==> src/hw/rtl/rtas_pkg.sv <==
// Shared types, constants and elaboration-time helpers for the antenna-frame CORDIC pipeline.
package rtas_pkg;

    typedef logic signed [63:0] data_t;
    typedef logic signed [33:0] ang_t;

    localparam ang_t QUARTER   = ang_t'(64'd1 << 30);
    localparam ang_t HALF_TURN = ang_t'(64'd1 << 31);

    localparam logic [7:0] CFG_AZIMUTH_OFFSET = 8'd0;
    localparam logic [7:0] CFG_ELEVATION_TILT = 8'd1;

    // atan(2^-i) in units of 2^32 per turn
    localparam logic [31:0] ATAN_TAB [32] = '{
        32'd536870912, 32'd316933406, 32'd167458907, 32'd85004756, 32'd42667331,
        32'd21354465, 32'd10679838, 32'd5340245, 32'd2670163, 32'd1335087,
        32'd667544, 32'd333772, 32'd166886, 32'd83443, 32'd41722, 32'd20861,
        32'd10430, 32'd5215, 32'd2608, 32'd1304, 32'd652, 32'd326, 32'd163,
        32'd81, 32'd41, 32'd20, 32'd10, 32'd5, 32'd3, 32'd1, 32'd1, 32'd0
    };

    // Magnitude left by the vectoring iterations on (2^30, 0)
    function automatic longint cordic_gain_mag(input int stages);
        longint a;
        longint b;
        longint dx;
        longint dy;
        a = longint'(64'd1 << 30);
        b = 0;
        for (int i = 0; i < stages; i++)
        begin
            dx = b >>> i;
            dy = a >>> i;
            if (b >= 0)
            begin
                a = a + dx;
                b = b - dy;
            end
            else
            begin
                a = a - dx;
                b = b + dy;
            end
        end
        if (a <= 0)
        begin
            a = 1;
        end
        return a;
    endfunction

endpackage

==> src/hw/rtl/rtas_scale.sv <==
// Two-stage gain correction: multiply by a Q31 constant, rounding half away from zero.
module rtas_scale
    import rtas_pkg::*;
#(
    parameter logic [30:0] KI     = 31'd1304065748,
    parameter int          LANES  = 1,
    parameter int          SIDE_W = 1
)
(
    input  logic                   clk,
    input  logic                   rst_n,
    input  logic                   in_valid,
    input  logic [LANES-1:0][63:0] in_v,
    input  logic [SIDE_W-1:0]      in_side,
    output logic                   out_valid,
    output logic [LANES-1:0][63:0] out_v,
    output logic [SIDE_W-1:0]      out_side
);

    logic                   va_reg;
    logic                   vb_reg;
    logic [LANES-1:0][63:0] hi_reg;
    logic [LANES-1:0][63:0] hi_next;
    logic [LANES-1:0][63:0] lo_reg;
    logic [LANES-1:0][63:0] lo_next;
    logic [LANES-1:0]       neg_reg;
    logic [LANES-1:0]       neg_next;
    logic [LANES-1:0][63:0] res_reg;
    logic [LANES-1:0][63:0] res_next;
    logic [SIDE_W-1:0]      sa_reg;
    logic [SIDE_W-1:0]      sb_reg;
    logic [63:0]            mag;
    logic [63:0]            prod;

    // Split the magnitude at bit 31 so each product stays near 32 by 32
    always_comb
    begin
        mag = '0;
        for (int i = 0; i < LANES; i++)
        begin
            neg_next[i] = in_v[i][63];
            mag         = in_v[i][63] ? (64'd0 - in_v[i]) : in_v[i];
            hi_next[i]  = 64'(mag[63:31]) * 64'(KI);
            lo_next[i]  = 64'(mag[30:0]) * 64'(KI);
        end
    end

    always_comb
    begin
        prod = '0;
        for (int i = 0; i < LANES; i++)
        begin
            prod        = hi_reg[i] + ((lo_reg[i] + 64'h4000_0000) >> 31);
            res_next[i] = neg_reg[i] ? (64'd0 - prod) : prod;
        end
    end

    always_ff @(posedge clk or negedge rst_n)
    begin
        if (!rst_n)
        begin
            va_reg <= 1'b0;
            vb_reg <= 1'b0;
        end
        else
        begin
            va_reg <= in_valid;
            vb_reg <= va_reg;
        end
    end

    always_ff @(posedge clk)
    begin
        hi_reg  <= hi_next;
        lo_reg  <= lo_next;
        neg_reg <= neg_next;
        sa_reg  <= in_side;
        res_reg <= res_next;
        sb_reg  <= sa_reg;
    end

    assign out_valid = vb_reg;
    assign out_v     = res_reg;
    assign out_side  = sb_reg;

endmodule

==> config.mk <==
export PLATFORM = sky130hd
export DESIGN_NAME = rtas_scale
export DESIGN_NICKNAME = d
export VERILOG_FILES = /design/src/hw/rtl/rtas_pkg.sv /design/src/hw/rtl/rtas_scale.sv
export SDC_FILE = /design/constraint.sdc
export NUM_CORES = 2
export LEC_CHECK = 0
export ABC_AREA = 1
export BUFFER_PORTS_ARGS = -buffer_cell sky130_fd_sc_hd__buf_2
export CAP_MARGIN = 40
export CORE_ASPECT_RATIO = 1.25
export CORE_MARGIN = 4
export CORE_UTILIZATION = 60
export CTS_CLUSTER_DIAMETER = 100
export DETAILED_ROUTE_END_ITERATION = 12
export GPL_ROUTABILITY_DRIVEN = 0
export PLACE_DENSITY_LB_ADDON = 0.25
export REMOVE_ABC_BUFFERS = 1
export SYNTH_ARGS = -nofsm -noshare
export SYNTH_HDL_FRONTEND = slang
export SYNTH_SLANG_ARGS = --single-unit
==> constraint.sdc <==
create_clock -name clk -period 4.5 [get_ports clk]
set_input_delay 0.9 -clock clk [delete_from_list [all_inputs] [get_ports clk]]
set_output_delay 0.9 -clock clk [all_outputs]
set_load 0.005 [all_outputs]
==> metrics.cfg, run 1 <==
[place]
port_buffers=133
place_hpwl_mm=145
place_area_mm2=0.0604
pre_cts_ws_ns=-4.98

[synthesis]
synth.most_common_cell=inv_1
synthCells=6046
syn_area_per_cell_um2=8.20
ys.warnings.count=0
synth.top_cell.area_share_pct=36.7
synth_ff_type=dfxtp_1
synthTopCellsByCount=1872 x inv_1, 908 x fa_1, 875 x nand2_1
synth_top_area_cell=fa_1
synth_area_leaders=fa_1 37%, ha_1 19%, inv_1 14%
syn-cell-area_mm2=0.0496
ys_ff_latch=163
yosysSeqAreaShare_pct=6.60
yosysUniqueCellTypes=55
async_reset_ff_share_pct=1.23
synth_edf_count=0

[floorplan]
die_width_um=265
start_util_pct=60.7
chipHeight_um=329
rows=117
io-pin-count=134

[clock_network]
holdBufCountCts=0
ctsHtreeMaxLevel=4
numCtsBuffers=17
cts.sinks=163
clock_path_buffers=2
cts-root-buf=clkbuf_16

[outcome]
error_line=[ERROR GRT-0116] Global routing finished with congestion. Check the congestion regions in the DRC Viewer.
stop_stage=global routing (5_1_grt)
status=did not finish

[global_routing]
grt_use_total_pct=63.4
grt-ovfl-total=234
grt_pass1_vias=64100
grt_max_degree=35
grt_pass1_wl_mm=409

-- routing by layer --
layer	overflow	global-route usage [%]
met5	0	15.9
met4	105	63.9
met3	2	47.6
met2	126	82.2
met1	1	61.2
-- through the flow --
step                      utilization, %  instances
after floorplan                        -       6031
after global placement              73.9       8395
after detailed placement            73.9       8395
after CTS                           81.7       8582
-- cell families after synthesis --
| group | count (synthesis) | share of synthesized area [%] |
|---|---|---|
| AOI/OAI and AO/OA | 444 | 4.99 |
| xor gates and xnor gates | 238 | 4.22 |
| adders and majority gates | 1648 | 55.4 |
| buffers and inverters | 1902 | 14.4 |
| DFF | 163 | 6.60 |
| and+or+nand+nor | 1651 | 14.4 |
-- what timing repair did --
action                                  4_1_cts
endpoints found under the setup margin      120
pin swaps                                   424
cloned                                        0
gates resized for setup                     997
setup buffers                               198
==> run 2: changes to the inputs <==
CORE_ASPECT_RATIO = not set   (was 1.25)
CORE_UTILIZATION = 40   (was 60)
CTS_CLUSTER_DIAMETER = not set   (was 100)
PLACE_DENSITY_LB_ADDON = 0.15   (was 0.25)
==> metrics.cfg, run 2 <==
[detailed_routing]
drtIter0Drc=2103
detail-route-antenna-nets=0
first_pass_iters=6
vias_per_cell=4.75
num_vias=43900
drc_errors=0
wl_per_cell_um=18.0
drt_wl_total_mm=167

[floorplan]
chipHeight_um=360
io-pin-count=134
die_width_um=360
start_util_pct=40.5
fp.coreArea_mm2=0.122
dieArea_mm2=0.130
rows=128

[timing]
fin_crit_sh_pct=186
clock_skew_ns=0.0229
rsz0062_at_grt=true
timing.fmax_mhz=119
period_minus_slack_ns=8.37
max_slew.worst_pin.slew_ns=0.687
finalWorstSetupSlack_ns=-3.87
setup_viol=121
relSlewSlack_pct=54.2
final_max_slew_viol_count=0
hold_viol=0

[cells_and_area]
syn_to_final_growth_pct=39.5
largest_reg_flops=64
final_common_cell=inv_1
drive_gt1_share_pct=33.4
mostFrequentLayoutCells=1736 x inv_1, 1314 x buf_4, 837 x fa_1
finish.utilization_pct=56.5
final_nets=9326
fin_cells=9248

[setup_path]
critical_path_class=in -> reg
cpPeakStageDelay_ns=0.58
worstPathRequired_ns=4.87
critPathLaunchType=input port
crit_fanout=4
cp.arrival_ns=8.74
cpMaxStageDelayCell=fa_2
endpoint_kind=flop
r2r_slack_ns=-0.21
cp_num_buf_inv=15
crit_family=adder cells

[synthesis]
synth_top_area_cell=fa_1
syn-cell-area_mm2=0.0496
synthTopCellsByCount=1872 x inv_1, 908 x fa_1, 875 x nand2_1
ys.warnings.count=0
ys_ff_latch=163
async_reset_ff_share_pct=1.23
synth.most_common_cell=inv_1
syn_area_per_cell_um2=8.20
synth_ff_type=dfxtp_1
yosysSeqAreaShare_pct=6.60
yosysUniqueCellTypes=55
synth_edf_count=0
synth_area_leaders=fa_1 37%, ha_1 19%, inv_1 14%
synthCells=6046
synth.top_cell.area_share_pct=36.7

[global_routing]
grt_pass1_vias=47300
grt_max_degree=57
grt-ovfl-total=0
antenna_found_initial=1
grt_pass1_wl_mm=262
grt_use_total_pct=25.9

[clock_network]
clkLatencyLatePin_ns=0.47
cts_tree=done
path_clk_slew_ns=0.07
holdBufCountCts=0
cts.sinks=163
numCtsBuffers=17
ctsHtreeMaxLevel=4
cts-root-buf=clkbuf_16
clock_path_buffers=2

[outcome]
violations=setup timing
status=finished with violations

[place]
place_inst=9067
port_buffers=133
place_hpwl_mm=148

[run]
max-cap-violations=0

[min_path]
hold_class=in -> async

## run 2: area by class of cell
cell class | instances | area [µm²]
Sequential cell | 163 | 3270
Fill cell | 11000 | 53200
Antenna cell | 1 | 2.50
Multi-Input combinational cell | 3981 | 44100
Clock inverter | 14 | 215
Clock buffer | 17 | 425
Inverter | 1887 | 7110
Timing Repair Buffer | 1560 | 12000
Tap cell | 1625 | 2030
## run 2: logic make-up (layout without fill, tap and decap cells)
group,Yosys count,after routing,share of synthesized area [%]
buffers and inverters,1902,3478,14.4
adders and majority gates,1648,1648,55.4
and+or+nand+nor,1651,1651,14.4
other,0,1,0
DFF,163,163,6.60
AOI/OAI and AO/OA,444,444,4.99
xor gates and xnor gates,238,238,4.22
## run 2: worst paths after layout
kind | from | endpoint | cells after the start
max | in_v[1] | hi_reg[43]$_DFF_P_ | 43
min in group clk | sa_reg$_DFF_P_ | out_side$_DFF_P_ | 0
max reg2reg | lo_reg[30]$_DFF_P_ | out_v[63]$_DFF_P_ | 31
min reg2reg | sa_reg$_DFF_P_ | out_side$_DFF_P_ | 0
min | rst_n | out_valid$_DFF_PN0_ | 1
max in group asynchronous | rst_n | va_reg$_DFF_PN0_ | 1
## run 2: timing repair
action | 4_1_cts | 5_1_grt
setup buffers | 113 | 77
cloned | 0 | 0
resized for setup | 675 | 537
pin swaps | 227 | 243
setup endpoints to repair | 128 | 134
## run 2: layer usage
layer	track usage (%)	up-vias	wire length, µm
met5	0	-	13
li1	-	21200	-
met4	6.93	2	5200
met1	33.7	21600	71900
met2	45.3	900	81700
met3	3.34	220	7930
## run 2: per-stage QoR
step	hold slack (ns)	setup TNS [ns]	area, µm²	setup slack [ns]
CTS	0.180	-306.00	66300	-3.90
global route	0.185	-339.92	69100	-4.24
global placement	0.313	-380.78	61900	-4.81
detailed placement	0.320	-387.29	61900	-4.91
finish	0.217	-296.82	69100	-3.87
floorplan	0.310	-307.82	49500	-4.36
## run 2: worst reg2reg max path, delay by kind of cell (launching register included)
family / cells / cell delay (ns)
simple gates: 22 / 2.64
buf+inv: 4 / 0.58
compound gates: 3 / 0.56
fa+ha+maj: 2 / 0.44
flops: 1 / 0.34
Power of run 2 is not shown: default switching activity piles up to over one toggle a cycle in this logic, so the estimate is an artifact.
